[config.mk]
export PLATFORM = sky130hd
export DESIGN_NAME = vac_isqrt
export DESIGN_NICKNAME = d
export VERILOG_FILES = /design/src/hdl/vac_pkg.sv /design/src/hdl/vac_isqrt.sv
export SDC_FILE = /design/constraint.sdc
export NUM_CORES = 2
export LEC_CHECK = 0
export ABC_CLOCK_PERIOD_IN_PS = 9500
export BUFFER_PORTS_ARGS = -buffer_cell sky130_fd_sc_hd__buf_2
export CELL_PAD_IN_SITES_DETAIL_PLACEMENT = 1
export CELL_PAD_IN_SITES_GLOBAL_PLACEMENT = 2
export CORE_MARGIN = 2
export CORE_UTILIZATION = 30
export DETAILED_ROUTE_END_ITERATION = 8
export PLACE_DENSITY = 0.7
export SLEW_MARGIN = 20
export SYNTH_ARGS = -nofsm -noshare
export SYNTH_HDL_FRONTEND = slang
export SYNTH_SLANG_ARGS = --single-unit
[constraint.sdc]
create_clock -name clk -period 9.5 [get_ports clk]
set_input_delay 0.475 -clock clk [delete_from_list [all_inputs] [get_ports clk]]
set_output_delay 0.475 -clock clk [all_outputs]
set_load 0.02 [all_outputs]
[src/hdl/vac_pkg.sv]
// ----------------------------------------------------------------------------
// vac_pkg
// Shared widths, latencies and sideband type of the vector angle pipeline.
// ----------------------------------------------------------------------------
package vac_pkg;

	localparam int COMP_W   = 16;
	localparam int FRAC_W   = 15;
	localparam int COS_W    = FRAC_W + 1;
	localparam int LEN_W    = 2 * COMP_W;
	localparam int DOT_W    = 2 * COMP_W + 2;
	localparam int SQ_IN_W  = 2 * LEN_W;
	localparam int SQ_OUT_W = SQ_IN_W / 2;
	localparam int SQ_REM_W = SQ_OUT_W + 3;
	localparam int FRONT_LAT = 3;
	localparam int SQ_LAT    = SQ_OUT_W;
	localparam int DIV_LAT   = FRAC_W + 4;
	localparam int TOTAL_LAT = FRONT_LAT + SQ_LAT + DIV_LAT + SQ_LAT + 1;

	localparam logic [SQ_OUT_W-1:0] SIN_MAX = SQ_OUT_W'((1 << FRAC_W) - 1);
	localparam logic [2*COS_W-1:0]  FULL_SQ = (2*COS_W)'(1) << (2 * FRAC_W);

	typedef struct packed {
		logic                    zero;
		logic                    neg;
		logic [LEN_W-1:0]        mag;
		logic signed [COS_W-1:0] cosv;
	} side_t;

endpackage

[src/hdl/vac_isqrt.sv]
// ----------------------------------------------------------------------------
// vac_isqrt
// Pipelined floor square root, one root bit per stage.
// ----------------------------------------------------------------------------
module vac_isqrt (
	input  logic                         clk,
	input  logic                         arst_n,
	input  logic                         in_valid,
	input  logic [vac_pkg::SQ_IN_W-1:0]  in_rad,
	input  vac_pkg::side_t               in_side,
	output logic                         out_valid,
	output logic [vac_pkg::SQ_OUT_W-1:0] out_root,
	output vac_pkg::side_t               out_side
);
	import vac_pkg::*;

	logic                  vld_s  [0:SQ_OUT_W];
	logic [SQ_IN_W-1:0]    rad_s  [0:SQ_OUT_W];
	logic [SQ_REM_W-1:0]   rem_s  [0:SQ_OUT_W];
	logic [SQ_OUT_W-1:0]   root_s [0:SQ_OUT_W];
	side_t                 side_s [0:SQ_OUT_W];

	assign vld_s[0]  = in_valid;
	assign rad_s[0]  = in_rad;
	assign rem_s[0]  = '0;
	assign root_s[0] = '0;
	assign side_s[0] = in_side;

	for (genvar k = 0; k < SQ_OUT_W; k++) begin : g_step
		logic [SQ_REM_W-1:0] cur;
		logic [SQ_REM_W-1:0] trial;
		logic                take;

		always_comb begin
			cur   = {rem_s[k][SQ_REM_W-3:0], rad_s[k][SQ_IN_W-1 -: 2]};
			trial = {1'b0, root_s[k], 2'b01};
			take  = cur >= trial;
		end

		always_ff @(posedge clk or negedge arst_n) begin
			if (!arst_n) begin
				vld_s[k+1] <= 1'b0;
			end else begin
				vld_s[k+1] <= vld_s[k];
			end
		end

		always_ff @(posedge clk) begin
			rad_s[k+1]  <= rad_s[k] << 2;
			rem_s[k+1]  <= take ? cur - trial : cur;
			root_s[k+1] <= {root_s[k][SQ_OUT_W-2:0], take};
			side_s[k+1] <= side_s[k];
		end
	end

	assign out_valid = vld_s[SQ_OUT_W];
	assign out_root  = root_s[SQ_OUT_W];
	assign out_side  = side_s[SQ_OUT_W];

endmodule

==> run metrics <==
Mapped Area=around 0.13 sq mm; IO Pins=200; vias per inst=about 4.3; number of antenna violations at the first check in global routing=13; Worst path most repeated cell=inv_1; Setup Crit Path Kind=flop to flop; H-tree depth=5; vias after detailed routing=73.3k; Worst path max stage delay=0.79 ns; synthesized area per cell=11.6 sq um; sequential share of the synthesized area=66.1%; Async SR Flop Fraction=less than 1%; fraction of layout cells with a size suffix above 1=under 10%; FP Rows=approximately 240; # fillers=45.0k; Clk pin slew, worst setup/hold paths=roughly 0.060 ns; Routability Congestion=about 0.83; Top FF cell, synth=dfxtp_1; vias in the first global route=between 70k and 80k; unrepaired setup endpoints after global routing=no; CTS sink cnt=about 4.1k; FF/Latch Area=0.0828 sq mm; Crit path max-delay family=compound AO/OA/AOI/OAI gates; post-CTS setup buffer count=0; fin nets=12.0k; power density cells=287 mW/mm^2; grt ovf=0; Slew Limit Fails=0; CORE AREA=0.416 sq mm; IO buf count=199; synth top area cells=dfxtp_1 65%, ha_1 5.6%, xnor2_1 3.0%; highest-count cells in the layout ignoring fill and taps=4,095 x dfxtp_1, 734 x inv_1, 588 x nand2_1; CP Buf/Inv Count=3; Max-Slew Margin vs Limit=about 16%; Pwr Total=between 40 and 50 mW; synth unique cells=97; Die ar.=0.423 sq mm; crit path DAT=about 5 ns; period utilization=43.8%; worst hold-check path type=input port to asynchronous set/reset pin; status=complete, no violations; commonest non-fill, non-tap cell in the layout=dfxtp_1; First DRT Iteration DRCs=3,041; residual DRC count=0; WL/cell=14.9 microns; Clock Tree Root=clkbuf_16; Clock Skew=roughly 0.070 ns; Leakage Power=approximately 66 nW; final hold vios=0; Die H=650 microns; worst path cell trace=inv_1 > ha_1 > o21a_1 > o21ai_0 > a211oi_1 > a2111oi_0 > nor4_1 > o211ai_1 > a21oi_1 > nor3_2 > inv_1 > buf_4 > mux2_2; Num CTS Buffers=425; Worst Setup End Kind=flop; R2R setup slack=5.34 ns; Synth Instances=10.8k; Synth top area share=65.4%; Final ANT Viol Nets=0; Sum Neg Setup Slack=0 ns; Post-synth EDFFs=0; Max Cap Viol=0; Final Setup Violations=0; CP max-delay cell=a2111oi_0; Die Span X=650 microns; DP HPWL=roughly 180 mm; initial core utilization=30.1%; Achievable Freq=0.240 GHz; Max rail drop VDD=~0.17 mV; gr usage total=11.9%; Final Critical Period=around 4.2 ns; YS warnings=0; clk_lat worst skew=0.97 ns; synthesized flop and latch total=4,127; drt pass-1 iters=4; Worst Max-Slew Pin Slew=1.25 ns; Area Growth Syn to Fin=18.5%; first-pass GRT wire length=around 410 mm; CTS tree=yes; area of the multi-input gates=0.0388 sq mm; largest net degree at the start of global routing=58; final WL=256 mm; Worst setup SP type=flop; syn_nets=around 11k; clk buf depth=4; post-route design area=0.148 sq mm; largest area contributor in the netlist=dfxtp_1; worst-path maximum fanout=29; Worst Path Required=approximately 10 ns; placed cell area=about 0.13 sq mm
[routing by layer]
metal | GRT usage, % | vias to the layer above | wire, microns
met5 | 0 | - | 0
met4 | 3.92 | 0 | 7580
met3 | 2.25 | 455 | 9850
met2 | 20.0 | 927 | 118000
met1 | 15.2 | 34300 | 120000
li1 | - | 37600 | -
[cell families after synthesis]
logic type	share of synthesized area [%]
other cells	0.00299
simple gates	9.66
buf+inv	3.07
fa+ha+maj	5.60
compound gates	9.20
flops	66.1
xor+xnor	5.40
mux	0.982
[repair_timing]
action / CTS / global route
resized for setup: 0 / 0
hold endpoints to repair: 148 / 0
hold buffers: 122 / 0
[area by class of cell]
cell class                      count  area share (%)
Clock buffer                      623            8.32
Sequential cell                  4127            55.8
Timing Repair Buffer              355            1.67
Clock inverter                    157            1.58
Antenna cell                        6          0.0101
Tap cell                         5497            4.64
Inverter                          738            1.87
Multi-Input combinational cell   5709            26.1
[synth_stat cells (25+ instances only)]
cell	number
a211oi_1	44
a21boi_0	43
a21o_1	225
a21oi_1	561
a31oi_1	60
and2_1	46
and3_1	56
buf_4	50
clkbuf_1	157
dfrtp_1	32
dfxtp_1	4095
ha_1	561
inv_1	734
mux2_2	87
mux2i_1	25
nand2_1	588
nand2b_1	94
nand3_1	177
nand3b_1	38
nand4_1	129
nor2_1	573
nor2b_1	99
nor3_1	215
nor4_1	114
o211ai_1	35
o21a_1	97
o21ai_0	457
o21bai_1	55
o31ai_1	74
or2_2	49
or3_1	90
or4_1	46
xnor2_1	428
xor2_1	345
[path summary, 6_finish.rpt]
check,start,to,cells after the start
worst min-delay path,arst_n,vld_s[1],2
min in group clk,in_side[33],side_s[1583],2
worst max-delay path,g_step[28].trial[4],g_step[29].cur[24],13
worst max register to register,g_step[28].trial[4],g_step[29].cur[24],13
max in group asynchronous,arst_n,vld_s[18],2
worst min register to register,side_s[994],side_s[944],0
[metrics by stage]
step / worst slack (ns) / hold slack (ns) / utilization [%] / instances
6_report: 5.34 / 0.105 / 35.6 / 17200
3_5_place_dp: 5.36 / 0.313 / 31.8 / 16300
3_3_place_gp: 5.30 / 0.310 / 31.8 / 16300
2_1_floorplan: 6.28 / 0.179 / - / 10800
4_1_cts: 5.32 / 0.000133 / 35.6 / 17200
5_1_grt: 5.03 / 0.0170 / 35.6 / 17200
[state kept, by name, indices dropped and copies added, names as in the netlist]
register	cells
side_s	1550
g_step.cur	1037
rad_s	930
g_step.trial	496
out_side	50
out_root	32
vld_s	31
out_valid	1
[power breakdown]
group          switching [mW]  internal (mW)  leakage (nW)
Combinational            2.61           2.12          24.5
Clock                    6.84           10.1          7.16
Sequential               1.41           19.4          34.8
Total                    10.9           31.7          66.4
No activity file was read; power rests on OpenSTA's default activity.
