--- src/hdl/vac_pkg.sv ---
// ----------------------------------------------------------------------------
// vac_pkg
// Shared widths, latencies and sideband type of the vector angle pipeline.
// ----------------------------------------------------------------------------
package vac_pkg;

	localparam int COMP_W   = 16;
	localparam int FRAC_W   = 15;
	localparam int COS_W    = FRAC_W + 1;
	localparam int LEN_W    = 2 * COMP_W;
	localparam int DOT_W    = 2 * COMP_W + 2;
	localparam int SQ_IN_W  = 2 * LEN_W;
	localparam int SQ_OUT_W = SQ_IN_W / 2;
	localparam int SQ_REM_W = SQ_OUT_W + 3;
	localparam int FRONT_LAT = 3;
	localparam int SQ_LAT    = SQ_OUT_W;
	localparam int DIV_LAT   = FRAC_W + 4;
	localparam int TOTAL_LAT = FRONT_LAT + SQ_LAT + DIV_LAT + SQ_LAT + 1;

	localparam logic [SQ_OUT_W-1:0] SIN_MAX = SQ_OUT_W'((1 << FRAC_W) - 1);
	localparam logic [2*COS_W-1:0]  FULL_SQ = (2*COS_W)'(1) << (2 * FRAC_W);

	typedef struct packed {
		logic                    zero;
		logic                    neg;
		logic [LEN_W-1:0]        mag;
		logic signed [COS_W-1:0] cosv;
	} side_t;

endpackage

--- src/hdl/vac_div.sv ---
// ----------------------------------------------------------------------------
// vac_div
// Pipelined fraction divide for the cosine, then the sine radicand.
// ----------------------------------------------------------------------------
module vac_div (
	input  logic                         clk,
	input  logic                         arst_n,
	input  logic                         in_valid,
	input  logic [vac_pkg::SQ_OUT_W-1:0] in_root,
	input  vac_pkg::side_t               in_side,
	output logic                         out_valid,
	output logic [vac_pkg::SQ_IN_W-1:0]  out_rad,
	output vac_pkg::side_t               out_side
);
	import vac_pkg::*;

	logic                  vld_s  [0:FRAC_W];
	logic [LEN_W:0]        r_s    [0:FRAC_W];
	logic [FRAC_W-1:0]     q_s    [0:FRAC_W];
	logic [SQ_OUT_W-1:0]   s_s    [0:FRAC_W];
	logic                  sat_s  [0:FRAC_W];
	side_t                 side_s [0:FRAC_W];

	logic                  vld_c_s, vld_m_s, vld_r_s;
	side_t                 side_c_s, side_m_s, side_r_s;
	logic [2*COS_W-1:0]    csq_m_s;
	logic [SQ_IN_W-1:0]    rad_r_s;
	logic signed [COS_W-1:0] cos_c;

	always_ff @(posedge clk or negedge arst_n) begin
		if (!arst_n) begin
			vld_s[0] <= 1'b0;
		end else begin
			vld_s[0] <= in_valid;
		end
	end

	always_ff @(posedge clk) begin
		r_s[0]    <= {1'b0, in_side.mag};
		q_s[0]    <= '0;
		s_s[0]    <= in_root;
		sat_s[0]  <= in_side.mag >= in_root;
		side_s[0] <= in_side;
	end

	for (genvar k = 0; k < FRAC_W; k++) begin : g_step
		logic [LEN_W:0] sh;
		logic           take;

		always_comb begin
			sh   = {r_s[k][LEN_W-1:0], 1'b0};
			take = sh >= {1'b0, s_s[k]};
		end

		always_ff @(posedge clk or negedge arst_n) begin
			if (!arst_n) begin
				vld_s[k+1] <= 1'b0;
			end else begin
				vld_s[k+1] <= vld_s[k];
			end
		end

		always_ff @(posedge clk) begin
			r_s[k+1]    <= take ? sh - {1'b0, s_s[k]} : sh;
			q_s[k+1]    <= {q_s[k][FRAC_W-2:0], take};
			s_s[k+1]    <= s_s[k];
			sat_s[k+1]  <= sat_s[k];
			side_s[k+1] <= side_s[k];
		end
	end

	always_comb begin
		if (sat_s[FRAC_W]) begin
			cos_c = side_s[FRAC_W].neg ? {1'b1, {FRAC_W{1'b0}}} : {1'b0, {FRAC_W{1'b1}}};
		end else begin
			cos_c = side_s[FRAC_W].neg ? -signed'({1'b0, q_s[FRAC_W]})
				: signed'({1'b0, q_s[FRAC_W]});
		end
	end

	always_ff @(posedge clk or negedge arst_n) begin
		if (!arst_n) begin
			vld_c_s <= 1'b0;
			vld_m_s <= 1'b0;
			vld_r_s <= 1'b0;
		end else begin
			vld_c_s <= vld_s[FRAC_W];
			vld_m_s <= vld_c_s;
			vld_r_s <= vld_m_s;
		end
	end

	always_ff @(posedge clk) begin
		side_c_s      <= '{zero: side_s[FRAC_W].zero, neg: side_s[FRAC_W].neg,
			mag: side_s[FRAC_W].mag, cosv: cos_c};
		csq_m_s       <= unsigned'((2*COS_W)'(side_c_s.cosv) * (2*COS_W)'(side_c_s.cosv));
		side_m_s      <= side_c_s;
		rad_r_s       <= (csq_m_s >= FULL_SQ) ? '0 : SQ_IN_W'(FULL_SQ - csq_m_s);
		side_r_s      <= side_m_s;
	end

	assign out_valid = vld_r_s;
	assign out_rad   = rad_r_s;
	assign out_side  = side_r_s;

endmodule

--- config.mk ---
export PLATFORM = sky130hd
export DESIGN_NAME = vac_div
export DESIGN_NICKNAME = d
export VERILOG_FILES = /design/src/hdl/vac_pkg.sv /design/src/hdl/vac_div.sv
export SDC_FILE = /design/constraint.sdc
export NUM_CORES = 2
export LEC_CHECK = 0
export BUFFER_PORTS_ARGS = -buffer_cell sky130_fd_sc_hd__buf_4
export CORE_ASPECT_RATIO = 0.8
export CORE_MARGIN = 2
export CORE_UTILIZATION = 35
export DETAILED_ROUTE_END_ITERATION = 8
export HOLD_SLACK_MARGIN = 0.1
export PLACE_DENSITY = 0.52
export SETUP_SLACK_MARGIN = 0.3
export SLEW_MARGIN = 15
export SYNTH_ARGS = -nofsm -noshare
export SYNTH_HDL_FRONTEND = slang
export SYNTH_SLANG_ARGS = --single-unit
--- constraint.sdc ---
create_clock -name clk -period 8.8 [get_ports clk]
set_clock_uncertainty 0.2 [all_clocks]
set_input_delay 0 -clock clk [delete_from_list [all_inputs] [get_ports clk]]
set_output_delay 0 -clock clk [all_outputs]
set_load 0.01 [all_outputs]
==> impl_metrics.tcl <==
set metrics [dict create \
    routedWlPerCell_um 16.0 \
    dp_hpwl_um 135000 \
    slew_viol_final 0 \
    ys_warn_count 0 \
    design_area_sq_um 89800 \
    crit_fanout 10 \
    synth_area_sq_um 76900 \
    firstDrtPassIters 5 \
    final_util_pct 41.2 \
    clk_path_buf_depth 4 \
    path_cells "nand2_1 -> fa_1 -> fa_1 -> fa_1 -> inv_1 -> fa_1 -> fa_1 -> inv_1 -> fa_1 -> inv_1 -> ha_1 -> a21o_1 -> a21oi_1 -> o31ai_1 -> a211oi_1 -> a21oi_1 -> o41ai_1 -> o2111ai_1 -> a21oi_1 -> xnor2_1" \
    grt_pass1_wl_um 280000 \
    drive_above_1_share_pct 9.24 \
    antenna_found_initial 5 \
    finalCriticalPeriod_ps 7400 \
    die_h_um 423 \
    pin_count 200 \
    synth-main-ff-cell "dfxtp_1" \
    slowest_stage "o41ai_1" \
    cts_buffers 189 \
    core.rowCount 153 \
    cts-hold-fix-buffers 201 \
    cts-root-buf "clkbuf_16" \
    gp_congestion 0.857 \
    synth_cells 7521 \
    core_sq_um 218000 \
    clk_pin_slew_ps 60 \
    ys_types 93 \
    status "finished, final reports clean" \
    cts_tree "yes" \
    end_kind "flip-flop" \
    route.detailed.drc 0 \
    dpl_cell_area_sq_um 81300 \
    drv_cap 0 \
    ys_seq_elements 1839 \
    drtIter0Drc 2892 \
    ys_async_sr_fraction_pct 1.03 \
    port_buffers 183 \
    maxClockFrequency_ghz 0.135 \
    cts_setup_buffers 0 \
    critPathTopFamily "adder cells" \
    grt.overflow.total 0 \
    finalSetupTns_ps 0 \
    drt-total-wl_um 176000 \
    ant_nets 0 \
    crit_path_start_kind "flip-flop" \
    worst_pin_slew_ps 1270 \
    avgSynthCellArea_sq_um 10.2 \
    period_share_pct 84.1 \
    grtUsageTotal_pct 15.6 \
    grt_pass1_vias 51300 \
    min_path_type "flip-flop to flip-flop" \
    slew_headroom_pct 15.0 \
    cts.sinks 1839 \
    die_w_um 528 \
    stdcell_count 11000 \
    setup_viol 0 \
    num_vias 51600 \
    dieArea_sq_um 223000 \
    crit_required_ps 9260 \
    cp_common_cell "fa_1" \
    synth_edf_count 0 \
    cp.arrival_ps 7860 \
    ys_seq_area_share_pct 48.0 \
    start_util_pct 35.3 \
    critical_path_class "flip-flop to flip-flop" \
    cp_num_buf_inv 3 \
    cts_max_level 4 \
    dp_cells 10400 \
    final_nets 8907 \
    clock_latency_ps 890 \
    syn_to_final_growth_pct 16.8 \
    drt-vias-per-instance 4.70 \
    cp_slowest_stage_delay_ps 720 \
    grt_max_degree 62 \
    cts_resized 0 \
    finalHoldViolCount 0 \
    rsz0062_at_grt "no" \
]
[placed cells by master (no fill, tap or decap), types with 19 or more instances in the layout]
cell type | netlist | routed
nor2_1 | 409 | 408
fa_1 | 247 | 247
a211oi_1 | 42 | 42
nor3_1 | 109 | 109
nor4_1 | 24 | 24
mux2_4 | 26 | 26
mux2i_1 | 21 | 21
a21oi_1 | 455 | 454
o31ai_1 | 42 | 42
or3_1 | 39 | 39
o21a_1 | 85 | 85
xnor2_1 | 252 | 252
a21o_1 | 235 | 234
o21bai_1 | 59 | 59
and2_1 | 56 | 56
a31oi_1 | 41 | 41
nand2_1 | 452 | 451
buf_4 | 32 | 214
mux2_2 | 128 | 128
nor2b_1 | 69 | 69
nand4_1 | 69 | 69
clkbuf_16 | 0 | 191
clkbuf_1 | 109 | 21
nand2b_1 | 73 | 73
inv_1 | 974 | 974
and3_1 | 57 | 57
dfxtp_1 | 1820 | 1820
xor2_1 | 169 | 169
dlygate4sd3_1 | 0 | 202
clkbuf_8 | 0 | 40
ha_1 | 607 | 607
clkinv_2 | 0 | 40
or2_2 | 22 | 22
nand3_1 | 72 | 72
dfrtp_1 | 19 | 19
o21ai_0 | 385 | 385
[cell families (layout without fill, tap and decap cells)]
group	after synthesis	after routing	share of synthesized area, %
fa+ha+maj	854	854	16.3
mux	175	175	2.66
other cells	1	3	0.00488
buf+inv	1136	1730	5.79
xor+xnor	421	421	4.80
simple gates	1517	1517	9.42
flops	1839	1839	48.0
compound gates	1578	1578	13.0
[through the flow]
step	hold WS [ps]	worst slack, ps
final	98.9	1400
after global routing	101	965
after CTS	100	1340
after detailed placement	-312	1360
after global placement	-316	1360
after floorplan	-496	2330
[sequential cells by signal (all words and copies together), names as in the netlist]
register	count
side_s	544
s_s	480
r_s	448
q_s	120
out_side	50
side_c_s	50
side_m_s	50
out_rad	32
csq_m_s	30
sat_s	16
vld_s	16
out_valid	1
vld_c_s	1
vld_m_s	1
[cells in the mapped netlist, types with 73 or more instances]
cell / count / share of area [%]
a21o_1: 235 / 2.3
a21oi_1: 455 / 3.0
clkbuf_1: 109 / 0.53
dfxtp_1: 1820 / 47
fa_1: 247 / 6.4
ha_1: 607 / 9.9
inv_1: 974 / 4.8
mux2_2: 128 / 1.9
nand2_1: 452 / 2.2
nand2b_1: 73 / 0.59
nor2_1: 409 / 2.0
nor3_1: 109 / 0.71
o21a_1: 85 / 0.83
o21ai_0: 385 / 2.5
xnor2_1: 252 / 2.9
xor2_1: 169 / 1.9
[final timing paths]
| kind | from | cells past startpoint | slack (ps) | end |
|---|---|---|---|---|
| hold reg to reg | q_s[1][16] | 0 | 100 | q_s[1][32] |
| max in group asynchronous | arst_n | 3 | 7680 | vld_c_s |
| hold / removal | q_s[1][16] | 0 | 100 | q_s[1][32] |
| setup / recovery | side_c_s[9] | 20 | 1400 | csq_m_s[31] |
| min in group asynchronous | arst_n | 3 | 190 | vld_s[11] |
| setup reg to reg | side_c_s[9] | 20 | 1400 | csq_m_s[31] |
[metal layers]
| metal | share of wire [%] | GRT usage (%) |
|---|---|---|
| met1 | 51 | 22.9 |
| met3 | 4.5 | 2.47 |
| met5 | 0 | 0 |
| met2 | 42 | 23.8 |
| met4 | 1.9 | 3.49 |
[layout make-up]
type                    instances  area, sq um
diodes                          1         2.50
repair buffers                416         3630
flip-flops and latches       1839        36900
clock buffers                 252         5410
well taps                    2867         3590
multi-input cells            4547        35600
fillers                     20900       128000
inverters                     975         3660
clock inverters                87         1020
Power is left out: the tool's default activity adds up to more than one toggle a clock period on the data nets, which glitch-free logic cannot reach.
